### config.mk
export PLATFORM = sky130hd
export DESIGN_NAME = plm_cfg
export DESIGN_NICKNAME = d
export VERILOG_FILES = /design/src/rtl/plm_pkg.sv /design/src/rtl/plm_cfg.sv
export SDC_FILE = /design/constraint.sdc
export NUM_CORES = 1
export LEC_CHECK = 0
export BUFFER_PORTS_ARGS = -buffer_cell sky130_fd_sc_hd__buf_2
export CAP_MARGIN = 0
export CORE_MARGIN = 2
export CORE_UTILIZATION = 42
export DETAILED_ROUTE_END_ITERATION = 8
export GPL_TIMING_DRIVEN = 0
export HOLD_SLACK_MARGIN = 0.12
export MAX_ROUTING_LAYER = met4
export PLACE_DENSITY = 0.9
export SLEW_MARGIN = 10
export SYNTH_ARGS = -nofsm -noshare
export SYNTH_HDL_FRONTEND = slang
export SYNTH_SLANG_ARGS = --single-unit
### constraint.sdc
create_clock -name clk -period 2.1 [get_ports clk]
set_input_delay 0.42 -clock clk [delete_from_list [all_inputs] [get_ports clk]]
set_output_delay 0.42 -clock clk [all_outputs]
set_load 0.02 [all_outputs]
### src/rtl/plm_pkg.sv
package plm_pkg;

  // field format
  localparam int DATA_WIDTH = 32;
  localparam int FRAC_BITS  = 16;
  localparam int COEFF_W    = 18;
  localparam int ADDR_W     = 3;

  // derived widths
  localparam int DIFF_W  = DATA_WIDTH + 1;          // neighbor difference and magnitude
  localparam int SUM_W   = DATA_WIDTH + 2;          // a + b
  localparam int PROD_W  = 2 * DATA_WIDTH + 1;      // a * b, a * a
  localparam int P_LO_W  = DIFF_W;                  // low part of a * b
  localparam int P_HI_W  = PROD_W - P_LO_W;         // high part of a * b
  localparam int KA_W    = COEFF_W + DIFF_W;        // coefficient times magnitude
  localparam int NUM_W   = 3 * DATA_WIDTH + 2;      // dividend
  localparam int DEN_W   = 2 * DATA_WIDTH + 2;      // divisor
  localparam int QB      = DATA_WIDTH - 1;          // quotient bits below saturation
  localparam int MM_W    = DATA_WIDTH + 1;          // limiter magnitude

  localparam logic [MM_W-1:0] SAT_MAG = MM_W'(1) << (DATA_WIDTH - 1);

  // register indexes
  localparam logic REG_LIMITER_MODE = 1'b0;
  localparam logic REG_GM_COEFF     = 1'b1;

  localparam logic [COEFF_W-1:0] COEFF_RESET = COEFF_W'(65536);

  typedef enum logic [1:0] {
    LIM_VAN_LEER   = 2'd0,
    LIM_MINMOD     = 2'd1,
    LIM_VAN_ALBADA = 2'd2,
    LIM_VL_MINMOD  = 2'd3
  } limiter_t;

  typedef struct packed {
    limiter_t             mode;
    logic [COEFF_W-1:0]   coeff;
  } cfg_t;

  // data that travels alongside the division
  typedef struct packed {
    logic signed [DATA_WIDTH-1:0] lv;
    logic signed [DATA_WIDTH-1:0] cv;
    logic signed [DATA_WIDTH-1:0] rv;
    logic                         agree;
    logic                         neg;
    logic [MM_W-1:0]              mm;
    logic                         ovf;
  } side_t;

endpackage

### src/rtl/plm_cfg.sv
module plm_cfg (
  input  logic                            clk,
  input  logic                            rst,
  input  logic                            psel,
  input  logic                            penable,
  input  logic                            pwrite,
  input  logic [plm_pkg::ADDR_W-1:0]      paddr,
  input  logic [31:0]                     pwdata,
  output logic [31:0]                     prdata,
  output logic                            pready,
  output plm_pkg::cfg_t                   cfg
);

  logic                         wr;
  logic                         idx;
  plm_pkg::limiter_t            mode;
  logic [plm_pkg::COEFF_W-1:0]  coeff;

  assign pready = 1'b1;
  assign wr     = psel && penable && pwrite;
  assign idx    = paddr[2];

  // register writes
  always_ff @(posedge clk) begin
    if (rst) begin
      mode  <= plm_pkg::LIM_VAN_LEER;
      coeff <= plm_pkg::COEFF_RESET;
    end else if (wr) begin
      unique case (idx)
        plm_pkg::REG_LIMITER_MODE: mode  <= plm_pkg::limiter_t'(pwdata[1:0]);
        plm_pkg::REG_GM_COEFF:     coeff <= pwdata[plm_pkg::COEFF_W-1:0];
        default: ;
      endcase
    end
  end

  // read back
  always_comb begin
    unique case (idx)
      plm_pkg::REG_LIMITER_MODE: prdata = {30'd0, mode};
      plm_pkg::REG_GM_COEFF:     prdata = {{(32 - plm_pkg::COEFF_W){1'b0}}, coeff};
      default:                   prdata = '0;
    endcase
  end

  assign cfg.mode  = mode;
  assign cfg.coeff = coeff;

endmodule

Word-level counts from Yosys, hierarchy flattened
Cells that the tools add are included.
{"block": "totals", "out_inout_bits": 53, "mem_bits_rw": 0, "wordCells": 8, "latch_bits": 0, "romBits": 0, "register_bits": 20, "n_memories": 0}
{"block": "op_classes", "reduce_logical": 4, "muxes": 1, "n_bitwise": 1, "magnitude_cmp": 0, "n_eq_ne": 0, "n_div": 0, "add_sub_neg": 0, "mul": 0, "shifts": 0}
{"op": "32-bit case mux with 2 select lines", "n": 1}
{"op": "2-bit AND reduction", "n": 2}
{"op": "1-bit logical AND", "n": 2}
{"op": "1-bit NOT", "n": 1}

Depth between registers and ports, before layout
{"block": "depth", "word_depth": 3, "mapped_depth": 4, "mapped_depth_nobuf": 2}

Least setup slack after synthesis
OpenSTA, ideal clock, no wires.
{"block": "synth_timing", "path_type": "input-to-output", "start": "in paddr[2] (netlist name)", "end": "out prdata[10]", "path_buffers": 2, "t_required_ps": 1680, "t_arrival_ps": 1020, "setup_slack_ps": 660, "cell_stages": 3, "cell_sequence": "buf_2 > clkbuf_1 > and2_1"}
{"block": "synth_between", "elab_chain_len": 2}
{"element": "start, declared", "line_no": "plm_cfg.sv:7", "text": "input logic [plm_pkg::ADDR_W-1:0] paddr,"}
{"element": "1-bit NOT (no line)"}
{"element": "32-bit case mux with 2 select lines *", "line_no": "plm_cfg.sv:39", "text": "unique case (idx)"}
{"element": "end, declared", "line_no": "plm_cfg.sv:9", "text": "output logic [31:0] prdata,"}
Every way passes the cells marked *; elsewhere a longest branch is shown, timed or not. The select of a mux whose other input is x is not followed.

Worst setup path after layout
Same ends and word-level chain as after synthesis.

==> out/metrics.csv <==
metric,value,unit
fin_ws,0.3419,ns
grt_usage,0.1541,
holdBufCountCts,0,
first_iter_violations,6,
synthesis.area,0.001156,mm²
die_h,56.47,µm
worstPathMaxFanout,10,
finClkSkew,0,ns
cts_made_buffers,3,
cts_buffer_depth,2,
nets,241,
arrival,1.34,ns
seq_area_frac_synth,0.3463,
start_kind,primary input,
power_frac_seq,0.540,
routed_wl,2367,µm
grt_overflow_total,0,
cellPowerDensity,464.4,mW/mm²
yosys_warnings,0,
dr.pass1.iters,4,
p_int,528.0,µW
drv_slew,0,
vias,973,
synth_top_cell_by_area,dfxtp_1,
rsz0062_at_grt,false,
antenna_cells,0,
synth_edf_count,0,
synth.distinct_cells,14,
wire_per_inst,10.29,µm
synth.most_common_cell,nand2b_1,
initial_utilization,0.4304,
cts_tree,done,
finalCritPeriodShare,0.8372,
p_switching,199.5,µW
synth_common_cells,"nand2b_1, dfxtp_1, mux2i_1",
area_growth,35.50,%
end_kind,primary output,
dpl-instance-area,0.001544,mm²
portBuffers,60,
postRouteAntennaNets,0,
critical_path_required,1.68,ns
final_cell_area,0.001567,mm²
timing.critical_path.mode_cell,buf_2,
dieArea,0.003188,mm²
drc,0,
dp_hpwl,1892,µm
ys.flop_type,dfxtp_1,
rows,19,
cp_top_family,buffers and inverters,
irDropWorstVdd,0.4953,mV
synth_area_per_cell,9.399,µm²
finalNonFillerCells,230,
crit_type,in -> out,
status,finished clean,
utilization,0.5831,
tns,0,ns
synthArstFlopShare,0,
clk_pin_slew,0.11,ns
grt_max_degree,11,
design.core.area,0.002686,mm²
synthTopCellsByArea,"dfxtp_1, nand2b_1, mux2i_1",
hold_violations,0,
die_w,56.47,µm
cts_setup_buffers,0,
maxCapViolations,0,
clockRootBuffer,clkbuf_4,
clkPwrFrac,0.245,
pre_cts_slack,0.3122,ns
path_buf_inv,4,
viasPerCell,4.230,
crit_path_max_incr_delay,0.31,ns
grt_pass1_vias,848,
h-tree-depth,1,
antenna_found_initial,0,
clock_sinks,20,
cts-resized-gates,0,
gpl.final_weighted_congestion,0.6888,
combPwrFrac,0.215,
yosysTopAreaCellShare,0.3463,
placed_cells,227,
power_leakage,0.8180,nW
switching_share,0.2743,
fin_crit,1.758,ns
synth-seq-cells,20,
final-setup-viol-count,0,
cp_cell_sequence,buf_2 -> buf_2 -> clkbuf_1 -> and2_1 -> buf_2,
cpMaxStageDelayCell,clkbuf_1,
nFillCells,276,
clk_latency,0.29,ns
fmax,0.5688,GHz
synthCells,123,
ios,93,
drive_above_1_share,0.4271,
grt_pass1_wl,3746,µm
hp-class,in -> reg,
## power by group through the flow
stage	combinational, mW	clock (mW)	sequential, mW
4_1_cts	0.157	0.182	0.393
3_3_place_gp	0.156	0	0.402
6_report	0.156	0.178	0.393
2_1_floorplan	0.103	0	0.412
3_5_place_dp	0.157	0	0.402
5_1_grt	0.170	0.203	0.395
## stage by stage
step / power (mW) / hold WS, ns
finish: 0.7275 / 0.3692
CTS: 0.7322 / 0.3702
global route: 0.7686 / 0.3629
floorplan: 0.5142 / 0.5536
detailed placement: 0.5592 / 0.4737
global placement: 0.5577 / 0.4663
## kinds of logic after synthesis
kind of cell,share of synthesized area
flops,0.3463
mux,0.1926
buf+inv,0.1493
other cells,0.006496
simple gates,0.3052
## per-layer routing
layer	global-route usage	vias to the layer above	wire, µm
li1	-	513	-
met3	0.03687	0	166
met2	0.2774	39	1175
met4	0.03061	0	0
met5	-	-	0
met1	0.1726	421	1025
## layout by cell type, fill, tap and decap left out
master,instances
buf_12,1
clkbuf_4,3
buf_4,15
conb_1,15
and2_1,16
nand2b_1,36
dfxtp_1,20
nand4b_1,1
mux2_2,2
and4_4,1
buf_2,62
nor2_1,2
mux2i_1,20
clkbuf_1,4
buf_8,1
## sequential cells by signal, summed over array words and instances (netlist names)
name / cells
coeff: 18
mode: 2
## final cells by class
class | count | area (µm²) | area share
buffer | 23 | 172.7 | 0.1102
clock buffer | 3 | 22.52 | 0.01438
multi-input combinational | 93 | 631.9 | 0.4034
sequential | 20 | 400.4 | 0.2556
tap | 31 | 38.79 | 0.02476
timing repair buffer | 60 | 300.3 | 0.1917
## worst paths after layout
kind	from	end	slack, ns	cells after the start
max	paddr[2]	prdata[10]	0.34	5
min	pwdata[13]	coeff[13]	0.37	3
max reg2reg	coeff[8]	coeff[8]	1.48	2
min reg2reg	coeff[14]	coeff[14]	0.49	2
## worst min-delay path, cell delays in order
cell	delay, ns
buf_2	0.10
nand2b_1	0.06
mux2i_1	0.06
No activity file was read; power rests on OpenSTA's default activity.
