[config.mk]
export PLATFORM = sky130hd
export DESIGN_NAME = plm_back
export DESIGN_NICKNAME = d
export VERILOG_FILES = /design/src/rtl/plm_pkg.sv /design/src/rtl/plm_back.sv
export SDC_FILE = /design/constraint.sdc
export NUM_CORES = 1
export LEC_CHECK = 0
export CORE_ASPECT_RATIO = 1.25
export CORE_MARGIN = 2
export CORE_UTILIZATION = 60
export CTS_CLUSTER_DIAMETER = 120
export CTS_CLUSTER_SIZE = 20
export DETAILED_ROUTE_END_ITERATION = 7
export DONT_BUFFER_PORTS = 1
export GPL_TIMING_DRIVEN = 1
export HOLD_SLACK_MARGIN = 0.08
export MAX_ROUTING_LAYER = met4
export PLACE_DENSITY = 0.78
export SKIP_LAST_GASP = 1
export SYNTH_ARGS = -nofsm -noshare
export SYNTH_HDL_FRONTEND = slang
export SYNTH_SLANG_ARGS = --single-unit
[constraint.sdc]
create_clock -name clk -period 9 [get_ports clk]
set_clock_uncertainty 0.15 [all_clocks]
set_input_delay 0.9 -clock clk [delete_from_list [all_inputs] [get_ports clk]]
set_output_delay 0.9 -clock clk [all_outputs]
set_load 0.02 [all_outputs]
[src/rtl/plm_pkg.sv]
package plm_pkg;

  // field format
  localparam int DATA_WIDTH = 32;
  localparam int FRAC_BITS  = 16;
  localparam int COEFF_W    = 18;
  localparam int ADDR_W     = 3;

  // derived widths
  localparam int DIFF_W  = DATA_WIDTH + 1;          // neighbor difference and magnitude
  localparam int SUM_W   = DATA_WIDTH + 2;          // a + b
  localparam int PROD_W  = 2 * DATA_WIDTH + 1;      // a * b, a * a
  localparam int P_LO_W  = DIFF_W;                  // low part of a * b
  localparam int P_HI_W  = PROD_W - P_LO_W;         // high part of a * b
  localparam int KA_W    = COEFF_W + DIFF_W;        // coefficient times magnitude
  localparam int NUM_W   = 3 * DATA_WIDTH + 2;      // dividend
  localparam int DEN_W   = 2 * DATA_WIDTH + 2;      // divisor
  localparam int QB      = DATA_WIDTH - 1;          // quotient bits below saturation
  localparam int MM_W    = DATA_WIDTH + 1;          // limiter magnitude

  localparam logic [MM_W-1:0] SAT_MAG = MM_W'(1) << (DATA_WIDTH - 1);

  // register indexes
  localparam logic REG_LIMITER_MODE = 1'b0;
  localparam logic REG_GM_COEFF     = 1'b1;

  localparam logic [COEFF_W-1:0] COEFF_RESET = COEFF_W'(65536);

  typedef enum logic [1:0] {
    LIM_VAN_LEER   = 2'd0,
    LIM_MINMOD     = 2'd1,
    LIM_VAN_ALBADA = 2'd2,
    LIM_VL_MINMOD  = 2'd3
  } limiter_t;

  typedef struct packed {
    limiter_t             mode;
    logic [COEFF_W-1:0]   coeff;
  } cfg_t;

  // data that travels alongside the division
  typedef struct packed {
    logic signed [DATA_WIDTH-1:0] lv;
    logic signed [DATA_WIDTH-1:0] cv;
    logic signed [DATA_WIDTH-1:0] rv;
    logic                         agree;
    logic                         neg;
    logic [MM_W-1:0]              mm;
    logic                         ovf;
  } side_t;

endpackage

[src/rtl/plm_back.sv]
module plm_back (
  input  logic                                   clk,
  input  logic                                   rst,
  input  plm_pkg::cfg_t                          cfg,
  input  logic                                   in_valid,
  output logic                                   in_ready,
  input  plm_pkg::side_t                         in_side,
  input  logic [plm_pkg::QB-1:0]                 in_quo,
  output logic                                   out_valid,
  input  logic                                   out_ready,
  output logic signed [plm_pkg::DATA_WIDTH-1:0]  slope,
  output logic signed [plm_pkg::DATA_WIDTH-1:0]  lface,
  output logic signed [plm_pkg::DATA_WIDTH-1:0]  rface
);

  localparam int DW = plm_pkg::DATA_WIDTH;
  localparam int XW = DW + 2;
  localparam logic signed [XW-1:0] FMAX = XW'({1'b0, {(DW-1){1'b1}}});
  localparam logic signed [XW-1:0] FMIN = -FMAX - XW'(1);

  logic v1, v2, v3, v4;
  logic rdy1, rdy2, rdy3, rdy4;

  logic [plm_pkg::MM_W-1:0]   divmag, mag;
  logic signed [DW-1:0]       slope_next;
  logic signed [DW-1:0]       slope1, cv1, lv1, rv1;
  logic signed [DW-1:0]       slope2, cv2, rv2, fl2;
  logic signed [DW-1:0]       slope3, cv3, fr3;
  logic signed [DW-1:0]       half;
  logic signed [XW-1:0]       xl, xr, xf;

  // clamp x between p and q
  function automatic logic signed [XW-1:0] clamp(input logic signed [XW-1:0] x,
                                                 input logic signed [XW-1:0] p,
                                                 input logic signed [XW-1:0] q);
    logic signed [XW-1:0] lo;
    logic signed [XW-1:0] hi;
    logic signed [XW-1:0] r;
    lo = (p < q) ? p : q;
    hi = (p < q) ? q : p;
    r  = x;
    if (r < lo) r = lo;
    if (r > hi) r = hi;
    return r;
  endfunction

  assign rdy4     = !v4 || out_ready;
  assign rdy3     = !v3 || rdy4;
  assign rdy2     = !v2 || rdy3;
  assign rdy1     = !v1 || rdy2;
  assign in_ready = rdy1;

  always_ff @(posedge clk) begin
    if (rst) begin
      v1 <= 1'b0;
      v2 <= 1'b0;
      v3 <= 1'b0;
      v4 <= 1'b0;
    end else begin
      if (rdy1) v1 <= in_valid;
      if (rdy2) v2 <= v1;
      if (rdy3) v3 <= v2;
      if (rdy4) v4 <= v3;
    end
  end

  // limiter select and slope saturation
  always_comb begin
    divmag = in_side.ovf ? plm_pkg::SAT_MAG : plm_pkg::MM_W'(in_quo);
    unique case (cfg.mode)
      plm_pkg::LIM_VAN_LEER,
      plm_pkg::LIM_VAN_ALBADA: mag = divmag;
      plm_pkg::LIM_MINMOD:     mag = in_side.mm;
      plm_pkg::LIM_VL_MINMOD:  mag = (in_side.mm < divmag) ? in_side.mm : divmag;
      default:                 mag = divmag;
    endcase
    if (!in_side.agree) begin
      slope_next = '0;
    end else if (mag >= plm_pkg::SAT_MAG) begin
      slope_next = in_side.neg ? {1'b1, {(DW-1){1'b0}}} : {1'b0, {(DW-1){1'b1}}};
    end else begin
      slope_next = in_side.neg ? -$signed(mag[DW-1:0]) : $signed(mag[DW-1:0]);
    end
  end

  // face arithmetic
  always_comb begin
    half = slope1 >>> 1;
    xl   = clamp(XW'(cv1) - XW'(half), XW'(cv1), XW'(lv1));
    xr   = clamp((XW'(cv2) <<< 1) - XW'(fl2), XW'(cv2), XW'(rv2));
    xf   = (XW'(cv3) <<< 1) - XW'(fr3);
    if (xf > FMAX) xf = FMAX;
    if (xf < FMIN) xf = FMIN;
  end

  // stage 1: slope
  always_ff @(posedge clk) begin
    if (rdy1) begin
      slope1 <= slope_next;
      cv1    <= in_side.cv;
      lv1    <= in_side.lv;
      rv1    <= in_side.rv;
    end
  end

  // stage 2: left face clamped toward the left neighbor
  always_ff @(posedge clk) begin
    if (rdy2) begin
      slope2 <= slope1;
      cv2    <= cv1;
      rv2    <= rv1;
      fl2    <= xl[DW-1:0];
    end
  end

  // stage 3: mirrored right face clamped toward the right neighbor
  always_ff @(posedge clk) begin
    if (rdy3) begin
      slope3 <= slope2;
      cv3    <= cv2;
      fr3    <= xr[DW-1:0];
    end
  end

  // stage 4: output register, left face mirrored back
  always_ff @(posedge clk) begin
    if (rdy4) begin
      slope <= slope3;
      rface <= fr3;
      lface <= xf[DW-1:0];
    end
  end

  assign out_valid = v4;

endmodule

# After elaboration in Yosys (flattened, before gate mapping)
# Index checks and enable logic that the tools add are counted.
# Widths: inputs -> output; s select.
totals:
  register_bits: 452
  latchBits: 0
  ram_bits: 0
  rom_bits: 0
  in_bits: 187
  wordCells: 60
  mem_count: 0
op_classes:
  n_addsub: 4
  multipliers: 0
  div_mod_pow: 0
  n_lt_le_gt_ge: 10
  eq_ne: 3
  n_shift: 0
  n_mux: 15
  bitwise_logic: 0
  n_reduce_logical: 10
op_table:
  columns: ["cell", "n"]
  rows:
  - ["$mux 34", 7]
  - ["$mux 32", 6]
  - ["$pmux 33 s3", 1]
  - ["$gt 34x34->1", 2]
  - ["$sub 33x32->34", 2]
  - ["$lt 32x32->1", 2]
  - ["$gt 34x32->1 const B", 1]
  - ["$lt 33x34->1", 1]
  - ["$lt 34x32->1 const B", 1]
  - ["$lt 34x34->1", 1]
  - ["$ge 33x32->1 const B", 1]
  - ["$lt 33x32->1", 1]
  - ["$mux 33", 1]
  - ["$sub 32x31->33", 1]
  - ["$neg 32->32", 1]
  - ["$eq 2x2->1 const B", 2]
  - ["$logic_not 1->1", 4]
  - ["$logic_or 1x1->1", 4]
  - ["$eq 2x1->1 const B", 1]
  - ["$logic_not 2->1", 1]
  - ["$reduce_or 2->1", 1]

# Depth between registers and ports, before layout
depth:
  ltp_word: 7
  ltp_mapped: 41
  depth_no_buf: 38

# Least setup slack after synthesis
# Ideal clock, no wire load.
synth_path:
  kind: "flip-flop to flip-flop"
  from: "register cv1[0]"
  to: "register fl2[11] (data pin)"
  setup_ps: 256
  arrival_time_ps: 7509
  t_required_ps: 8594
  setup_slack_ps: 1085
  path_stages_with_launch: 39
  cell_sequence: "edfxtp_1 > inv_1 > ha_1 > inv_1 > fa_1 > a211oi_1 > nor2_1 > o21ai_0 > a311oi_1 > o221ai_1 > o211a_1 > o21bai_1 > a21o_1 > xor2_1 > ha_1 > nand3_1 > or2_2 > or4_1 > [... 3 more ...] > a31oi_1 > clkbuf_1 > buf_2 > nand2_1 > and2_1 > ha_1 > a21o_1 > a21o_1 > a21o_1 > a21o_1 > a211oi_1 > o211ai_1 > a21oi_1 > or2_2 > clkbuf_1 > clkbuf_1 > nor2_1 > a31o_2"
synth_between:
  elab_chain_cells: 6
  elab_cells_between_ends: 8
  classes_between: "1 x add/sub; 3 x order compare; 4 x mux"
synth_rtl:
  columns: ["item", "line_no", "rtl"]
  rows:
  - ["start: declaration", "plm_back.sv:26", "logic signed [DW-1:0] slope1, cv1, lv1, rv1;"]
  - ["start signal: assignment", "plm_back.sv:100", "cv1 <= in_side.cv;"]
  - ["$lt 32x32->1", "plm_back.sv:39, plm_back.sv:40", null]
  - ["$mux 34", "plm_back.sv:39", "lo = (p < q) ? p : q;"]
  - ["$lt 33x34->1", "plm_back.sv:42", "if (r < lo) r = lo;"]
  - ["$mux 34", "plm_back.sv:42", null]
  - ["$gt 34x34->1", "plm_back.sv:43", "if (r > hi) r = hi;"]
  - ["$mux 32 *", "plm_back.sv:43", null]
  - ["net xl[11]", "plm_back.sv:30", "logic signed [XW-1:0] xl, xr, xf;"]
  - ["end signal: assignment", "plm_back.sv:112", "fl2 <= xl[DW-1:0];"]
  - ["end: declaration", "plm_back.sv:27", "logic signed [DW-1:0] slope2, cv2, rv2, fl2;"]
# The timed path passes the listed nets; every way through them passes the cells marked *.
# A chain may end at the register's enable or synchronous reset.

# Final worst setup path
layout_path:
  from: "register cv2[0]"
  to: "register fr3[3] (data pin)"
layout_between:
  elab_chain_cells: 6
  elab_cells_between_ends: 8
  classes_between: "1 x add/sub; 3 x order compare; 4 x mux"
layout_rtl:
  columns: ["item", "line_no", "rtl"]
  rows:
  - ["start: declaration", "plm_back.sv:27", null]
  - ["start signal: assignment", "plm_back.sv:110", "cv2 <= cv1;"]
  - ["$lt 32x32->1", "plm_back.sv:39, plm_back.sv:40", null]
  - ["$mux 34", "plm_back.sv:39", null]
  - ["$lt 34x34->1", "plm_back.sv:42", null]
  - ["$mux 34", "plm_back.sv:42", null]
  - ["$gt 34x34->1", "plm_back.sv:43", null]
  - ["$mux 32 *", "plm_back.sv:43", null]
  - ["net xr[3]", "plm_back.sv:30", null]
  - ["end signal: assignment", "plm_back.sv:121", "fr3 <= xr[DW-1:0];"]
  - ["end: declaration", "plm_back.sv:28", "logic signed [DW-1:0] slope3, cv3, fr3;"]
# Marks and branches as above.

==> results.ini <==
[die]
dieHeight_um=250
core-area_um2=48100
initial_utilization=0.606
row_count=90
dieArea_um2=50300
die_w_um=201
io_pins=285

[logic_synthesis]
ys_seq_area_frac=0.465
syn-num-nets=3311
async_flop_share=0
muxShareOfSynthArea=0.0328
synth_edf_count=448
synth_top_family_by_area=compound AO/OA/AOI/OAI gates
synth_simple_gate_area_frac=0.128
synth_compound_area_frac=0.167
avgSynthCellArea_um2=10.4
synthAdderAreaFrac=0.140
synth_seq_cells=452
syn-cell-area_um2=29100
yosysWarningCount=0
synth-xor-area-share=0.0271
syn-instance-count=2801
synth_flop_cell=edfxtp_1
synth.distinct_cells=83

[detailed_routing]
route.met2.wl_um=38200
drc=0
met3_wirelength_um=4470
top_layer=met4
wl_per_cell_um=21.1
ant_nets=0
wl_met1_um=27900
dr_total_vias=21600
wl_um=74700
drt_iter0_markers=1284
vias_per_cell=6.10
dr.pass1.iters=6

[pwr]
irDropWorstVdd_mv=0.211
power-per-cell-area_nw_per_um2=339
leakagePower_nw=13.6
total_power_mw=10.7

[clock_network]
cts_root_buf=clkbuf_16
cts_hold_buf=0
cts_num_sinks=452
cts_tree=built
numCtsBuffers=26
ctsLongestPathBuffers=3
path_clk_slew_ns=0.08
clkLatencyLatePin_ns=0.58
h-tree-depth=1

[sta]
min_period_ns=8.62
period_share=0.958
final_max_slew_viol_count=0
hold_viol_final=0
rsz0062_at_grt=no
slew_headroom=0.201
fin_setup_tns_ns=0
setup_viol=0
worstMarginPinSlew_ns=1.18
fmax_mhz=116

[layout]
final_cell_mix=448 x edfxtp_1, 320 x ha_1, 291 x a21oi_1
drive_gt1_frac=0.0834
nets=3377
areaGrowthSynthToFinish_pct=7.94
final_area_um2=31400
fillers=3705
mostFrequentLayoutCell=edfxtp_1
fin_util=0.654

[outcome]
outcome=finished, final reports clean

[critical_path]
path_depth=34
reg2reg_depth=34
crit_buf_inv=2
worstPathArrival_ns=8.87
cp_slowest_cell=edfxtp_1
crit_family=compound AO/OA/AOI/OAI gates
critPathMaxStageDelay_ns=0.48
cpMostUsedCell=nor2_1
path_class=reg -> reg
end_kind=register
crit_required_ns=9.25
startpoint_type=register
path_max_fanout=28

[place]
placed_area_um2=30600
io_buffers=0
hpwl_um=59900
gp_congestion=0.988

[global_routing]
antenna_found_initial=26
grt_pass1_vias=21400
grtUsageTotal=0.302
grt_pass1_wl_um=115000
grt_max_degree=77
grt_overflow=0

[hold_path]
hold_path_depth=1
hp-class=in -> reg

[flow_run]
drv_cap=0

[kinds of logic after synthesis]
logic type	count (synthesis)
AND/OR/NAND/NOR	776
multiplexers	95
buffers and inverters	299
adder cells (fa/ha/maj)	325
XOR/XNOR	90
flip-flops	452
AO/OA/AOI/OAI	764
[where the power goes]
| group | switching [mW] | internal [mW] | leakage (nW) | total, mW |
|---|---|---|---|---|
| combinational | 3.37 | 2.71 | 8.37 | 6.08 |
| clock | 0.637 | 0.549 | 0.349 | 1.19 |
| sequential | 0.418 | 2.99 | 4.91 | 3.41 |
[per-layer routing]
metal | vias to the layer above | global-route usage
met5 | - | -
met4 | 0 | 0.151
met3 | 174 | 0.0571
met2 | 695 | 0.543
met1 | 10300 | 0.315
li1 | 10500 | -
[area by class of cell]
cell class	count	area [um^2]	area share
antenna	26	65.1	0.00207
clock buffer	37	713	0.0227
clock inverter	1	8.76	0.000279
inverter	209	790	0.0251
multi-input combinational	2050	14500	0.461
sequential	452	13500	0.430
tap	644	806	0.0256
timing repair buffer	128	1020	0.0326
[worst reg2reg max path: cells and delay by family, from the launching register on]
kind	cells	cell delay, ns
compound gates	17	4.56
fa+ha+maj	3	0.86
buf+inv	2	0.46
flops	1	0.48
mux	1	0.29
simple gates	11	1.64
[synthesized netlist by cell type, types with 7 or more instances]
cell type | instances | area share
nand2_1 | 169 | 0.022
o31ai_1 | 10 | 0.0026
a21oi_1 | 293 | 0.050
a31oi_1 | 27 | 0.0058
inv_1 | 208 | 0.027
a211o_1 | 7 | 0.0021
xor2_1 | 36 | 0.011
clkbuf_1 | 63 | 0.0081
nor4_1 | 18 | 0.0039
o21bai_1 | 10 | 0.0026
and2_1 | 32 | 0.0069
nor2b_1 | 30 | 0.0064
ha_1 | 320 | 0.14
or3_1 | 17 | 0.0037
nand4_1 | 51 | 0.011
mux2i_1 | 92 | 0.032
buf_1 | 9 | 0.0012
o21ai_0 | 112 | 0.019
edfxtp_1 | 448 | 0.46
or2_2 | 32 | 0.0069
buf_2 | 12 | 0.0021
nand2b_1 | 33 | 0.0071
a21o_1 | 126 | 0.032
nor2_1 | 267 | 0.034
nand3_1 | 40 | 0.0069
o31a_1 | 8 | 0.0024
o211ai_1 | 18 | 0.0046
o21a_1 | 23 | 0.0059
nor3_1 | 38 | 0.0065
a211oi_1 | 32 | 0.0082
and3_1 | 23 | 0.0049
xnor2_1 | 54 | 0.016
a31o_2 | 29 | 0.0087
[path summary, 6_finish.rpt]
kind,startpoint,end,slack (ns)
hold / removal,rst,out_valid,0.23
setup / recovery,cv2[0],fr3[3],0.38
hold reg to reg,slope3[13],slope[13],0.25
setup reg to reg,cv2[0],fr3[3],0.38
[stage by stage]
stage / hold slack, ns / cells / setup WS [ns]
3_5_place_dp: 0.255 / 3483 / 0.218
2_1_floorplan: 0.250 / 2801 / 1.09
5_1_grt: 0.212 / 3547 / 0.0193
3_3_place_gp: 0.253 / 3483 / 0.422
4_1_cts: 0.207 / 3521 / 0.187
6_report: 0.234 / 3547 / 0.376
[what timing repair did]
| item | 4_1_cts | 5_1_grt |
|---|---|---|
| resized for setup | 0 | 4 |
| buffers inserted | 0 | 0 |
| setup endpoints to repair | 0 | 48 |
(Power assumes the default switching activity.)
